**config.mk**
```make
export PLATFORM = sky130hd
export DESIGN_NAME = led_blink_pattern_engine_flat
export DESIGN_NICKNAME = d
export VERILOG_FILES = /design/src/rtl/lbpe_pkg.sv /design/src/rtl/lbpe_if.sv /design/src/rtl/led_blink_pattern_engine.sv /design/src/rtl/lbpe_regs.sv /design/src/rtl/lbpe_step.sv /design/src/flat_wrapper.sv
export SDC_FILE = /design/constraint.sdc
export NUM_CORES = 1
export LEC_CHECK = 0
export BUFFER_PORTS_ARGS = -buffer_cell sky130_fd_sc_hd__clkbuf_2
export CORE_MARGIN = 2
export CORE_UTILIZATION = 45
export CTS_CLUSTER_DIAMETER = 60
export DETAILED_ROUTE_END_ITERATION = 12
export PLACE_DENSITY = 0.7
export SYNTH_ARGS = -nofsm -noshare
export SYNTH_HDL_FRONTEND = slang
export SYNTH_SLANG_ARGS = --single-unit
```
**constraint.sdc**
```tcl
create_clock -name clk_i -period 5.24 [get_ports clk_i]
set_input_delay 1.048 -clock clk_i [delete_from_list [all_inputs] [get_ports clk_i]]
set_output_delay 1.048 -clock clk_i [all_outputs]
set_load 0.02 [all_outputs]
```
**src/rtl/lbpe_pkg.sv**
```systemverilog
// Shared types, constants and pattern table for the LED blink pattern engine.
`default_nettype none
package lbpe_pkg;

  localparam int unsigned NumPatterns = 14;
  localparam int unsigned NumFinite   = 8;
  localparam int unsigned NumLeds     = 4;
  localparam int unsigned CntW        = 8;

  // request codes
  localparam logic [1:0] ReqTick  = 2'd0;
  localparam logic [1:0] ReqSet   = 2'd1;
  localparam logic [1:0] ReqClear = 2'd2;

  // register indexes
  localparam logic RegPeriod = 1'b0;
  localparam logic RegDir    = 1'b1;

  localparam logic [CntW-1:0] PeriodReset = 8'd10;

  typedef logic [NumPatterns-1:0] flags_t;
  typedef logic [NumLeds-1:0]     leds_t;
  typedef logic [CntW-1:0]        cnt_t;

  typedef struct packed {
    flags_t     flags;
    cnt_t       finite_cnt;
    logic [1:0] repeat_cnt;
    cnt_t       three_cnt;
    cnt_t       pair_cnt;
    cnt_t       single_cnt;
    leds_t      leds;
  } state_t;

  typedef struct packed {
    cnt_t period;
    logic dir;
  } cfg_t;

  // LED group served by each pattern; bit i drives LED i+1
  function automatic leds_t group_mask(input logic [3:0] idx, input logic dir);
    leds_t m;
    case (idx)
      4'd0:    m = 4'hF;
      4'd1:    m = 4'h1;
      4'd2:    m = 4'h2;
      4'd3:    m = 4'h8;
      4'd4:    m = 4'h3;
      4'd5:    m = 4'hA;
      4'd6:    m = 4'h9;
      4'd7:    m = 4'hD;
      4'd8:    m = dir ? 4'hE : 4'h7;
      4'd9:    m = 4'hC;
      4'd10:   m = dir ? 4'h8 : 4'h1;
      4'd11:   m = 4'h8;
      4'd12:   m = 4'h4;
      4'd13:   m = 4'h2;
      default: m = 4'h0;
    endcase
    return m;
  endfunction

endpackage
`default_nettype wire

```
**src/rtl/lbpe_if.sv**
```systemverilog
// Valid/ready channel interfaces for requests and results.
`default_nettype none
interface lbpe_in_if;
  logic       valid;
  logic       ready;
  logic [1:0] req_type;
  logic [3:0] pattern_index;

  modport source (output valid, output req_type, output pattern_index, input ready);
  modport sink (input valid, input req_type, input pattern_index, output ready);
endinterface

interface lbpe_out_if;
  logic        valid;
  logic        ready;
  logic [3:0]  led_state;
  logic [13:0] active_patterns;
  logic        pattern_done;

  modport source (output valid, output led_state, output active_patterns,
                  output pattern_done, input ready);
  modport sink (input valid, input led_state, input active_patterns,
                input pattern_done, output ready);
endinterface
`default_nettype wire

```
**src/rtl/led_blink_pattern_engine.sv**
```systemverilog
// LED blink pattern engine: input register, state update, result register.
// A request waits in the input register until the result register is free.
// Throughput: one request per cycle unless a result is held; the pattern state
// register closes an update loop between input register and result register.
// Reset (rst_ni low, asynchronous): all flags, counters and LEDs cleared,
// blink period 10, sweep direction 0, both pipeline stages empty.
`default_nettype none
module led_blink_pattern_engine
  import lbpe_pkg::*;
(
  input  wire logic        clk_i,
  input  wire logic        rst_ni,
  lbpe_in_if.sink          in_if,
  lbpe_out_if.source       out_if,
  input  wire logic        psel,
  input  wire logic        penable,
  input  wire logic        pwrite,
  input  wire logic [2:0]  paddr,
  input  wire logic [31:0] pwdata,
  output logic [31:0]      prdata,
  output logic             pready
);

  cfg_t       cfg;
  state_t     state_q, state_d;
  logic       done_d;
  logic       s1_vld_q;
  logic [1:0] s1_req_q;
  logic [3:0] s1_idx_q;
  logic       out_vld_q;
  leds_t      out_leds_q;
  flags_t     out_flags_q;
  logic       out_done_q;
  logic       out_free;
  logic       s1_adv;

  lbpe_regs u_regs (
    .clk_i   (clk_i),
    .rst_ni  (rst_ni),
    .psel    (psel),
    .penable (penable),
    .pwrite  (pwrite),
    .paddr   (paddr),
    .pwdata  (pwdata),
    .prdata  (prdata),
    .pready  (pready),
    .cfg_o   (cfg)
  );

  lbpe_step u_step (
    .state_i (state_q),
    .cfg_i   (cfg),
    .req_i   (s1_req_q),
    .idx_i   (s1_idx_q),
    .state_o (state_d),
    .done_o  (done_d)
  );

  assign out_free    = !out_vld_q || out_if.ready;
  assign s1_adv      = s1_vld_q && out_free;
  assign in_if.ready = !s1_vld_q || out_free;

  always_ff @(posedge clk_i or negedge rst_ni) begin
    if (!rst_ni) begin
      s1_vld_q  <= 1'b0;
      out_vld_q <= 1'b0;
      state_q   <= '0;
    end else begin
      if (in_if.ready) s1_vld_q <= in_if.valid;
      if (out_free)    out_vld_q <= s1_vld_q;
      if (s1_adv)      state_q <= state_d;
    end
  end

  always_ff @(posedge clk_i) begin
    if (in_if.valid && in_if.ready) begin
      s1_req_q <= in_if.req_type;
      s1_idx_q <= in_if.pattern_index;
    end
    if (s1_adv) begin
      out_leds_q  <= state_d.leds;
      out_flags_q <= state_d.flags;
      out_done_q  <= done_d;
    end
  end

  assign out_if.valid           = out_vld_q;
  assign out_if.led_state       = out_leds_q;
  assign out_if.active_patterns = out_flags_q;
  assign out_if.pattern_done    = out_done_q;

endmodule
`default_nettype wire

```
**src/rtl/lbpe_regs.sv**
```systemverilog
// APB-style configuration registers: blink period and sweep direction.
`default_nettype none
module lbpe_regs
  import lbpe_pkg::*;
(
  input  wire logic        clk_i,
  input  wire logic        rst_ni,
  input  wire logic        psel,
  input  wire logic        penable,
  input  wire logic        pwrite,
  input  wire logic [2:0]  paddr,
  input  wire logic [31:0] pwdata,
  output logic [31:0]      prdata,
  output logic             pready,
  output cfg_t             cfg_o
);

  cnt_t period_q;
  logic dir_q;
  logic wr_en;

  assign pready = 1'b1;
  assign wr_en  = psel & penable & pwrite & pready;

  // byte-lane bits of paddr are ignored
  always_ff @(posedge clk_i or negedge rst_ni) begin
    if (!rst_ni) begin
      period_q <= PeriodReset;
      dir_q    <= 1'b0;
    end else if (wr_en) begin
      if (paddr[2] == RegPeriod) period_q <= pwdata[CntW-1:0];
      if (paddr[2] == RegDir)    dir_q    <= pwdata[0];
    end
  end

  always_comb begin
    if (paddr[2] == RegDir) prdata = {31'd0, dir_q};
    else                    prdata = {{(32-CntW){1'b0}}, period_q};
  end

  assign cfg_o.period = period_q;
  assign cfg_o.dir    = dir_q;

endmodule
`default_nettype wire

```
**src/rtl/lbpe_step.sv**
```systemverilog
// Next-state logic for one request: flag update or served tick.
`default_nettype none
module lbpe_step
  import lbpe_pkg::*;
(
  input  wire state_t      state_i,
  input  wire cfg_t        cfg_i,
  input  wire logic [1:0]  req_i,
  input  wire logic [3:0]  idx_i,
  output state_t           state_o,
  output logic             done_o
);

  logic [3:0] sel;
  logic       any;
  leds_t      mask;
  cnt_t       cnt, cnt_inc;
  logic       wrap, lit;
  logic [1:0] rep_inc;
  logic       finite;
  logic       finish;
  flags_t     idx_bit;
  flags_t     sel_bit;

  // highest-priority set flag (flag 0 wins)
  always_comb begin
    sel = 4'd0;
    any = 1'b0;
    for (int i = NumPatterns - 1; i >= 0; i--) begin
      if (state_i.flags[i]) begin
        sel = 4'(i);
        any = 1'b1;
      end
    end
  end

  assign mask   = group_mask(sel, cfg_i.dir);
  assign finite = (sel < 4'(NumFinite));

  always_comb begin
    if (finite)         cnt = state_i.finite_cnt;
    else if (sel == 4'd8) cnt = state_i.three_cnt;
    else if (sel == 4'd9) cnt = state_i.pair_cnt;
    else                cnt = state_i.single_cnt;
  end

  assign cnt_inc = cnt + cnt_t'(1);
  assign wrap    = (cnt_inc > cfg_i.period);
  assign lit     = wrap || (cnt_inc > (cfg_i.period >> 1));
  assign rep_inc = state_i.repeat_cnt + 2'd1;
  assign finish  = wrap && finite && (rep_inc >= ((sel == 4'd0) ? 2'd2 : 2'd3));
  assign idx_bit = flags_t'(1) << idx_i;
  assign sel_bit = flags_t'(1) << sel;

  always_comb begin
    cnt_t nc;
    nc      = wrap ? '0 : cnt_inc;
    state_o = state_i;
    done_o  = 1'b0;
    case (req_i)
      ReqTick: begin
        if (any) begin
          if (finite)           state_o.finite_cnt = nc;
          else if (sel == 4'd8) state_o.three_cnt  = nc;
          else if (sel == 4'd9) state_o.pair_cnt   = nc;
          else                  state_o.single_cnt = nc;
          state_o.leds = lit ? (state_i.leds | mask) : (state_i.leds & ~mask);
          if (wrap && finite) begin
            state_o.repeat_cnt = rep_inc;
            if (finish) begin
              state_o.repeat_cnt = 2'd0;
              state_o.flags      = state_i.flags & ~sel_bit;
              state_o.leds       = state_i.leds & ~mask;
              done_o             = 1'b1;
            end
          end
        end
      end
      ReqSet: begin
        if (idx_i < 4'(NumPatterns)) state_o.flags = state_i.flags | idx_bit;
      end
      ReqClear: begin
        if (idx_i < 4'(NumPatterns)) state_o.flags = state_i.flags & ~idx_bit;
      end
      default: ;
    endcase
  end

endmodule
`default_nettype wire
```
**src/flat_wrapper.sv**
```systemverilog
// flat-port wrapper written by rule: the top's interface ports become plain ports
module led_blink_pattern_engine_flat import lbpe_pkg::*;
  (clk_i, rst_ni, psel, penable, pwrite, paddr, pwdata, prdata, pready, in_if_valid, in_if_req_type, in_if_pattern_index, in_if_ready, out_if_valid, out_if_led_state, out_if_active_patterns, out_if_pattern_done, out_if_ready);
  lbpe_in_if in_if_i ();
  lbpe_out_if out_if_i ();
  input  wire logic clk_i;
  input  wire logic rst_ni;
  input  wire logic psel;
  input  wire logic penable;
  input  wire logic pwrite;
  input  wire logic [2:0] paddr;
  input  wire logic [31:0] pwdata;
  output logic [31:0] prdata;
  output logic pready;
  input wire logic [$bits(in_if_i.valid)-1:0] in_if_valid;
  input wire logic [$bits(in_if_i.req_type)-1:0] in_if_req_type;
  input wire logic [$bits(in_if_i.pattern_index)-1:0] in_if_pattern_index;
  output wire logic [$bits(in_if_i.ready)-1:0] in_if_ready;
  output wire logic [$bits(out_if_i.valid)-1:0] out_if_valid;
  output wire logic [$bits(out_if_i.led_state)-1:0] out_if_led_state;
  output wire logic [$bits(out_if_i.active_patterns)-1:0] out_if_active_patterns;
  output wire logic [$bits(out_if_i.pattern_done)-1:0] out_if_pattern_done;
  input wire logic [$bits(out_if_i.ready)-1:0] out_if_ready;
  assign in_if_i.valid = in_if_valid;
  assign in_if_i.req_type = in_if_req_type;
  assign in_if_i.pattern_index = in_if_pattern_index;
  assign in_if_ready = in_if_i.ready;
  assign out_if_valid = out_if_i.valid;
  assign out_if_led_state = out_if_i.led_state;
  assign out_if_active_patterns = out_if_i.active_patterns;
  assign out_if_pattern_done = out_if_i.pattern_done;
  assign out_if_i.ready = out_if_ready;
  led_blink_pattern_engine u_core (.clk_i(clk_i), .rst_ni(rst_ni), .in_if(in_if_i), .out_if(out_if_i), .psel(psel), .penable(penable), .pwrite(pwrite), .paddr(paddr), .pwdata(pwdata), .prdata(prdata), .pready(pready));
endmodule
```
==> impl_results.md, run 1 <==
* Ys async rst share at 71.6%
* Share of the synthesized area in the top cell type at 29.1%
* CTS Hold Buffers Added at 0
* Number of clock sinks at 88
* Starting Density at 46.0%
* Overflow after GRT at 0
* Max Clk Rate at roughly 0.2 GHz
* Flops & latches, synth at just under 90
* Final #Nets at slightly below 700
* Cells after synthesis at 555
* Power per cell area at 398 nW/µm²
* Count leader, synth: nand2_1
* DRT iter0 DRCs at 321
* Post-CTS setup buffers at 0
* Most used DFF post-synth: dfrtp_1
* Total power at 2430 µW
* Post-synthesis sequential area ratio at approximately 44%
* Final HPWL DP at 9510 µm
* CP Cell Sequence: a221oi_2 > o21a_1 > a221oi_2 > a2bb2oi_2 > buf_4 > or3_4 > xnor2_1 > inv_2 > ha_1 > o21a_1 > o21ai_0 > a21o_1 > o21ai_0 > a311oi_2 > a311oi_4 > mux2_2
* Drt pass-1 iters at 6
* Depth of the CTS H-tree at 3
* Via count at 4523
* Syn Area/Cell at 9.46 µm²
* Cell area after synthesis at around 5300 µm²
* Crit-path slowest cell: a221oi_2
* Initial antenna violation count at 0
* Crit end category: flop
* RSZ-0062 raised after global routing: false
* Clock latency on the worst-skew pair at approximately 0.35 ns
* Synth cell types at 72
* First-pass GRT wire length at 21200 µm
* Psw at 825 µW
* Num CTS Buffers at 9
* Antenna cells at 0
* Final setup viols at 0
* Largest net degree at the start of global routing at 64
* Antenna Violating Nets Remaining at 0
* Vias/cell at 5.85
* Worst slew pin tran at 0.823 ns
* Largest area contributor in the netlist: dfrtp_1
* Leading cell types by total area after synthesis: dfrtp_1, edfxtp_1, nand2_1
* Area delta synth->final at 16.5%
* Pleak at roughly 0.0027 µW
* Worst rel slew slack at 45.1%
* Worst EP arrival at between 5 and 6 ns
* Synth warn at 0
* GP Congestion at around 0.94
* Row Count at 39
* Width of the die at 112 µm
* Fin Clk Skew at 0.00764 ns
* IO Count at 102
* VDD IR max at 190 µV
* Clk pwr share at 30.2%
* Clock tree from TritonCTS: done
* Worst min-delay path class: flop to flop
* Port Buf Inserts at 50
* Layout cells sized above 1 at 23.7%
* Comb power frac at 31.8%
* Commonest cells post-synth: nand2_1, dfrtp_1, o21ai_0
* Number of global-route vias before repair at 4312
* Gr usage total at 21.1%
* EDFF count, synth at 25
* Bufs on Longest Clock Path at 2
* Root Driver: clkbuf_16
* Die Ht at between 100 and 150 µm
* Final worst setup slack at 0.287 ns
* Max Cap Viol at 0
* Register-to-register setup slack at around 0.29 ns
* Pre-CTS setup slack at around 0.15 ns
* Max Slew Vio Count at 0
* Fin crit period at between 4 and 5 ns
* Period utilization at 94.5%
* Clock-pin slew on the worst setup and hold paths at 0.06 ns
* Detailed-route wire length at 13000 µm
* Crit Path Max Fanout at 8
* Type of the worst setup path: flop to flop
* Share of total power in sequential cells at 38.0%
* Setup crit start kind: flop
* Internal power at 1610 µW
* Final routed DRC violation total at 0
* CP Data Required Time at 5.34 ns
* Core area at between 10000 and 15000 µm²
* Critical Path Max Stage Delay at about 0.57 ns
* Switch share at 33.9%
* Final TNS setup at 0 ns
* Status: complete, no violations
* Fill cell count at just over 1k
* Drt wl/cell at about 17 µm
* Final hold vios at 0
* DIE AREA at about 13000 µm²
* Post-CTS Resized at 0
[power groups by stage]
stage | clock network, µW | logic (µW) | registers (µW)
after CTS | 749 | 755 | 920
final | 735 | 773 | 925
after global routing | 768 | 850 | 938
after floorplan | 0 | 504 | 933
after detailed placement | 0 | 751 | 930
after global placement | 0 | 723 | 926
[through the flow]
step / hold slack, ns / instances / utilization, % / cell area [µm²]
6_report: 0.485 / 773 / 53.6 / 6120
5_1_grt: 0.519 / 773 / 53.6 / 6120
4_1_cts: 0.486 / 773 / 53.2 / 6070
3_5_place_dp: 0.473 / 757 / 50.2 / 5730
3_3_place_gp: 0.462 / 757 / 50.2 / 5730
2_1_floorplan: 0.442 / 578 / - / 5340
[cell usage in the layout, fill, tap and decap left out, types with 4 or more instances in the layout]
master     netlist  routed
nor2b_1          9       9
mux2_2          20      20
clkbuf_2         1      50
xnor2_1          5       5
a32oi_1          4       4
nand2_1         71      71
nand2b_1         9       9
clkbuf_16        0       9
edfxtp_1        25      25
inv_1           17      17
buf_4           25      33
a21oi_1         29      29
ha_1            17      17
o21ai_0         48      47
nor3_1          11      10
o21a_1           4       4
a21o_1           4       4
nand4_1          7       7
conb_1           2      25
and3_1           5       5
o31ai_1         13      13
nand3_1         16      16
dfrtp_1         61      61
nor3b_1          4       4
a22o_1           6       6
a31oi_1         10      10
nor2_1          47      47
nand3b_1         4       4
[worst max-delay path: cells and delay by family (launching register included)]
family,cells,cell delay [ns]
AO/OA/AOI/OAI,10,2.52
XOR/XNOR,1,0.38
adder cells (fa/ha/maj),1,0.33
buffers and inverters,2,0.25
flip-flops,1,0.49
multiplexers,1,0.31
AND/OR/NAND/NOR,1,0.39
[cells by family after synthesis]
group	synth area share, %
AO/OA/AOI/OAI	19.7
XOR/XNOR	1.00
adder cells (fa/ha/maj)	4.05
buffers and inverters	6.76
flip-flops	44.4
multiplexers	4.69
other	0.143
AND/OR/NAND/NOR	19.3
[registers in the layout (all words and copies together) (netlist names)]
name / count
u_core.s1_idx_q: 4
u_core.u_regs.period_q: 8
u_core.out_if.active_patterns: 14
u_core.s1_req_q: 2
u_core.out_if.led_state: 4
u_core.s1_vld_q: 1
u_core.out_if.valid: 1
u_core.out_if.pattern_done: 1
u_core.u_regs.dir_q: 1
u_core.state_q: 52
[layout make-up]
class	count	area, µm²	share of cell area (%)
flip-flops and latches	88	2330	38.1
clock buffers	9	225	3.68
clock inverters	7	120	1.96
well taps	143	179	2.92
repair buffers	83	498	8.14
inverters	18	67.6	1.10
multi-input cells	425	2700	44.1
[per-layer routing]
metal / GRT usage [%] / vias up / wire length, µm
li1: - / 2118 / -
met1: 28.5 / 2166 / 5540
met2: 34.5 / 208 / 6310
met3: 3.35 / 31 / 875
met4: 7.72 / 0 / 276
met5: 0 / - / 0
[worst paths after layout]
kind	start	end	depth (start not counted)
setup / recovery	u_core.state_q[48]	u_core.out_if.led_state[3]	16
hold / removal	u_core.state_q[25]	u_core.state_q[25]	2
setup reg to reg	u_core.state_q[48]	u_core.out_if.led_state[3]	16
hold reg to reg	u_core.state_q[25]	u_core.state_q[25]	2
max in group asynchronous	rst_ni	u_core.s1_vld_q	2
min in group asynchronous	rst_ni	u_core.state_q[2]	2
Power figures use the tool's default switching activity.
==> inputs of run 2 (changes only) <==
--- a/config.mk
+++ b/config.mk
@@ -5,12 +5,14 @@
 export SDC_FILE = /design/constraint.sdc
 export NUM_CORES = 1
 export LEC_CHECK = 0
+export ABC_AREA = 1
 export BUFFER_PORTS_ARGS = -buffer_cell sky130_fd_sc_hd__clkbuf_2
 export CORE_MARGIN = 2
 export CORE_UTILIZATION = 45
 export CTS_CLUSTER_DIAMETER = 60
 export DETAILED_ROUTE_END_ITERATION = 12
-export PLACE_DENSITY = 0.7
+export PLACE_DENSITY = 0.67
 export SYNTH_ARGS = -nofsm -noshare
 export SYNTH_HDL_FRONTEND = slang
 export SYNTH_SLANG_ARGS = --single-unit
+export TNS_END_PERCENT = 1
==> constraint.sdc (replaced) <==
create_clock -name clk_i -period 5.8 [get_ports clk_i]
set_input_delay 1.16 -clock clk_i [delete_from_list [all_inputs] [get_ports clk_i]]
set_output_delay 1.16 -clock clk_i [all_outputs]
set_load 0.02 [all_outputs]
==> run 2 against run 1 <==
Effect of this change:
- first-iteration DRC count decreased by 13%
- critical path depth increased by 19
- fmax decreased by 4.8%
- combinational power increased to 2.8 times the previous value
- utilization decreased by 2.0 points
- non-clock buffer count decreased by 25
- sequential cell count unchanged
- routed wire length decreased by 9.9%
- die area increased by 0.64%
- clock skew decreased by 0.0020 ns
- area after synthesis increased by 0.67%
- sequential power increased by 4.4%
- largest cell class unchanged
==> impl_results.md, run 2 <==
* Max Cap Viol at 0 (unchanged)
* Post-synthesis sequential area ratio at 44.1% (-0.29 points)
* Internal power at 1860 µW (+16%)
* Overflow after GRT at 0 (unchanged)
* Starting Density at 46.1% (+0.11 points)
* Hold endpoint: u_core.state_q[1]
* Die Ht at 112 µm (+0.32%)
* Ys async rst share at 71.6% (unchanged)
* Most frequent cells in the layout: nand2_1, inv_1, nor2_1, dfrtp_1, o21ai_0
* Layout cells sized above 1 at 14.5% (-9.2 points)
* Core area at 11500 µm² (+0.43%)
* Clock tree from TritonCTS: done
* Most common cell after layout, fill and taps aside: nand2_1
* Depth of the CTS H-tree at 3 (unchanged)
* Top delay family on crit path: simple AND/OR/NAND/NOR gates
* Switch share at 50.4% (+17 points)
* Final routed DRC violation total at 0 (unchanged)
* Worst hold path depth at 2 (unchanged)
* Cell area after synthesis at 5290 µm² (+0.67%)
* Largest net degree at the start of global routing at 64 (unchanged)
* Final #Nets at 793 (+15%)
* Crit end category: flop
* Width of the die at 112 µm (+0.32%)
* DIE AREA at 12600 µm² (+0.64%)
* Via count at 4534 (+0.24%)
* DRT iter0 DRCs at 278 (-13%)
* Max Slew Vio Count at 0 (unchanged)
* Worst EP arrival at 5.42 ns (+0.37 ns)
* Antenna cells at 0 (unchanged)
* Setup crit start kind: flop
* VDD IR max at 341 µV (+80%)
* Pre-CTS setup slack at 0.345 ns (+0.195 ns)
* Worst path buffer plus inverter count at 6 (+4)
* Row Count at 39 (unchanged)
* Psw at 1890 µW (+130%)
* CTS Hold Buffers Added at 0 (unchanged)
* Clock-pin slew on the worst setup and hold paths at 0.06 ns (about the same)
* Drt wl/cell at 13.4 µm (-21%)
* Vias/cell at 5.18 (-12%)
* Drt pass-1 iters at 5 (-1)
* Max Clk Rate at 0.192 GHz (-4.8%)
* Hold path startpoint: u_core.state_q[1]
* Register-to-register setup slack at 0.60 ns (+0.31 ns)
* Final worst setup slack at 0.599 ns (+0.311 ns)
* Critical Path Max Stage Delay at 0.44 ns (-0.13 ns)
* Initial antenna violation count at 0 (unchanged)
* Worst rel slew slack at 44.1% (-1.1 points)
* Clk pwr share at 15.6% (-15 points)
* R2r worst-path depth at 35 (+19)
* Critical R2R Capture: u_core.state_q[44]
* Crit Path Max Fanout at 9 (+1)
* First-pass GRT wire length at 19700 µm (-7.0%)
* Period utilization at 89.7% (-4.8 points)
* Count leader, synth: nand2_1
* IO Count at 102 (unchanged)
* Pleak at 0.00286 µW (+5.7%)
* Final hold vios at 0 (unchanged)
* Port Buf Inserts at 50 (unchanged)
* Num CTS Buffers at 9 (unchanged)
* Syn Area/Cell at 7.80 µm² (-18%)
* Antenna Violating Nets Remaining at 0 (unchanged)
* Final HPWL DP at 8580 µm (-9.7%)
* Detailed-route wire length at 11700 µm (-9.9%)
* Leading cell types by total area after synthesis: dfrtp_1, edfxtp_1, nand2_1
* Largest area contributor in the netlist: dfrtp_1
* Number of clock sinks at 88 (unchanged)
* Clock latency on the worst-skew pair at 0.35 ns (about the same)
* Power per cell area at 634 nW/µm² (+59%)
* Area delta synth->final at 11.9%
* Share of the synthesized area in the top cell type at 28.9% (-0.19 points)
* Fill cell count at 1084 (+4.7%)
* Synth cell types at 38 (-47%)
* Flops & latches, synth at 88 (unchanged)
* Number of global-route vias before repair at 4206 (-2.5%)
* Fin area at 5920 µm² (-3.3%)
* Placed Area at 5570 µm² (-2.8%)
* Status: complete, no violations
* Fin crit period at 5.20 ns (+0.249 ns)
* Most used DFF post-synth: dfrtp_1
* Worst min-delay path class: flop to flop
* Commonest cells post-synth: nand2_1, inv_1, dfrtp_1, nor2_1, o21ai_0
* Gr usage total at 19.4% (-1.6 points)
* Cells after synthesis at 678 (+22%)
* Share of total power in sequential cells at 25.7% (-12 points)
* Final setup viols at 0 (unchanged)
* Worst R2R Start: u_core.state_q[45]
* Synth warn at 0 (unchanged)
* Biggest register: u_core.state_q
* Root Driver: clkbuf_16
* GP Congestion at 0.902 (-4.0%)
* Worst slew pin tran at 0.839 ns (+0.0158 ns)
* Largest register FFs at 52 (unchanged)
* Type of the worst setup path: flop to flop
* Most used cell, CP: nand2_1
* EDFF count, synth at 25 (unchanged)
* Comb power frac at 58.7% (+27 points)
* Bufs on Longest Clock Path at 2 (unchanged)
* Crit-path slowest cell: dfrtp_1
* Fin Clk Skew at 0.00560 ns (-0.00205 ns)
* CP Data Required Time at 6.02 ns (+0.68 ns)
==> run 2: repair_timing <==
item,4_1_cts,5_1_grt
endpoints found under the setup margin,0,11
setup buffers,0,5
resized for setup,0,4
==> run 2: layer usage <==
metal	part of all wire (%)	track usage (%)	wire (µm)	up-vias
met4	2.7	9.59	316	0
met1	44	24.7	5110	2107
met5	0	0	0	-
met3	4.3	3.24	508	23
met2	49	32.2	5790	118
li1	-	-	-	2286
==> run 2: through the flow <==
stage	setup TNS, ns	cells	util, %	hold slack (ns)	power, µW
floorplan	0	701	-	0.449	2600
global placement	0	855	48.6	0.465	3040
detailed placement	0	855	48.6	0.473	3110
CTS	0	871	51.1	0.488	3700
global route	-0.00622	876	51.6	0.502	4100
finish	0	876	51.6	0.486	3750
==> run 2: how the worst max path moves through the flow <==
| stage | endpoint | from | slack (ns) | depth (start not counted) |
|---|---|---|---|---|
| floorplan | u_core.out_if.active_patterns[6] | u_core.state_q[47] | 1.47 | 33 |
| global placement | u_core.state_q[44] | u_core.state_q[41] | 0.46 | 35 |
| CTS | u_core.state_q[44] | u_core.state_q[41] | 0.31 | 35 |
| global route | u_core.state_q[44] | u_core.state_q[50] | -0.006 | 39 |
| detailed placement | u_core.state_q[44] | u_core.state_q[38] | 0.35 | 35 |
| finish | u_core.state_q[44] | u_core.state_q[45] | 0.60 | 35 |
==> run 2: power by group through the flow <==
stage | registers (µW) | logic, µW | clock network [µW]
final | 966 | 2200 | 585
after global routing | 986 | 2490 | 621
after CTS | 962 | 2140 | 598
after global placement | 964 | 2080 | 0
after floorplan | 996 | 1600 | 0
after detailed placement | 972 | 2130 | 0
==> run 2: area by class of cell <==
cell class	count	area, µm²	area share, %
multi-input cells	484	2480	41.8
repair buffers	58	310	5.24
clock inverters	4	45.0	0.761
inverters	87	333	5.62
flip-flops and latches	88	2330	39.4
clock buffers	12	246	4.16
well taps	143	179	3.02
==> run 2: tightest hold or removal path: stages (launching register included) <==
cell	delay, ns
dfrtp_1	0.34
nand2_1	0.06
nand2_1	0.06
==> run 2: logic make-up (layout without fill, tap and decap cells) <==
group | after synthesis | count (layout) | synth area share [%]
buffers and inverters | 129 | 161 | 11.1
adder cells (fa/ha/maj) | 17 | 17 | 4.02
other | 2 | 25 | 0.142
XOR/XNOR | 4 | 4 | 1.02
AND/OR/NAND/NOR | 298 | 298 | 25.0
flip-flops | 88 | 88 | 44.1
AO/OA/AOI/OAI | 140 | 140 | 14.6
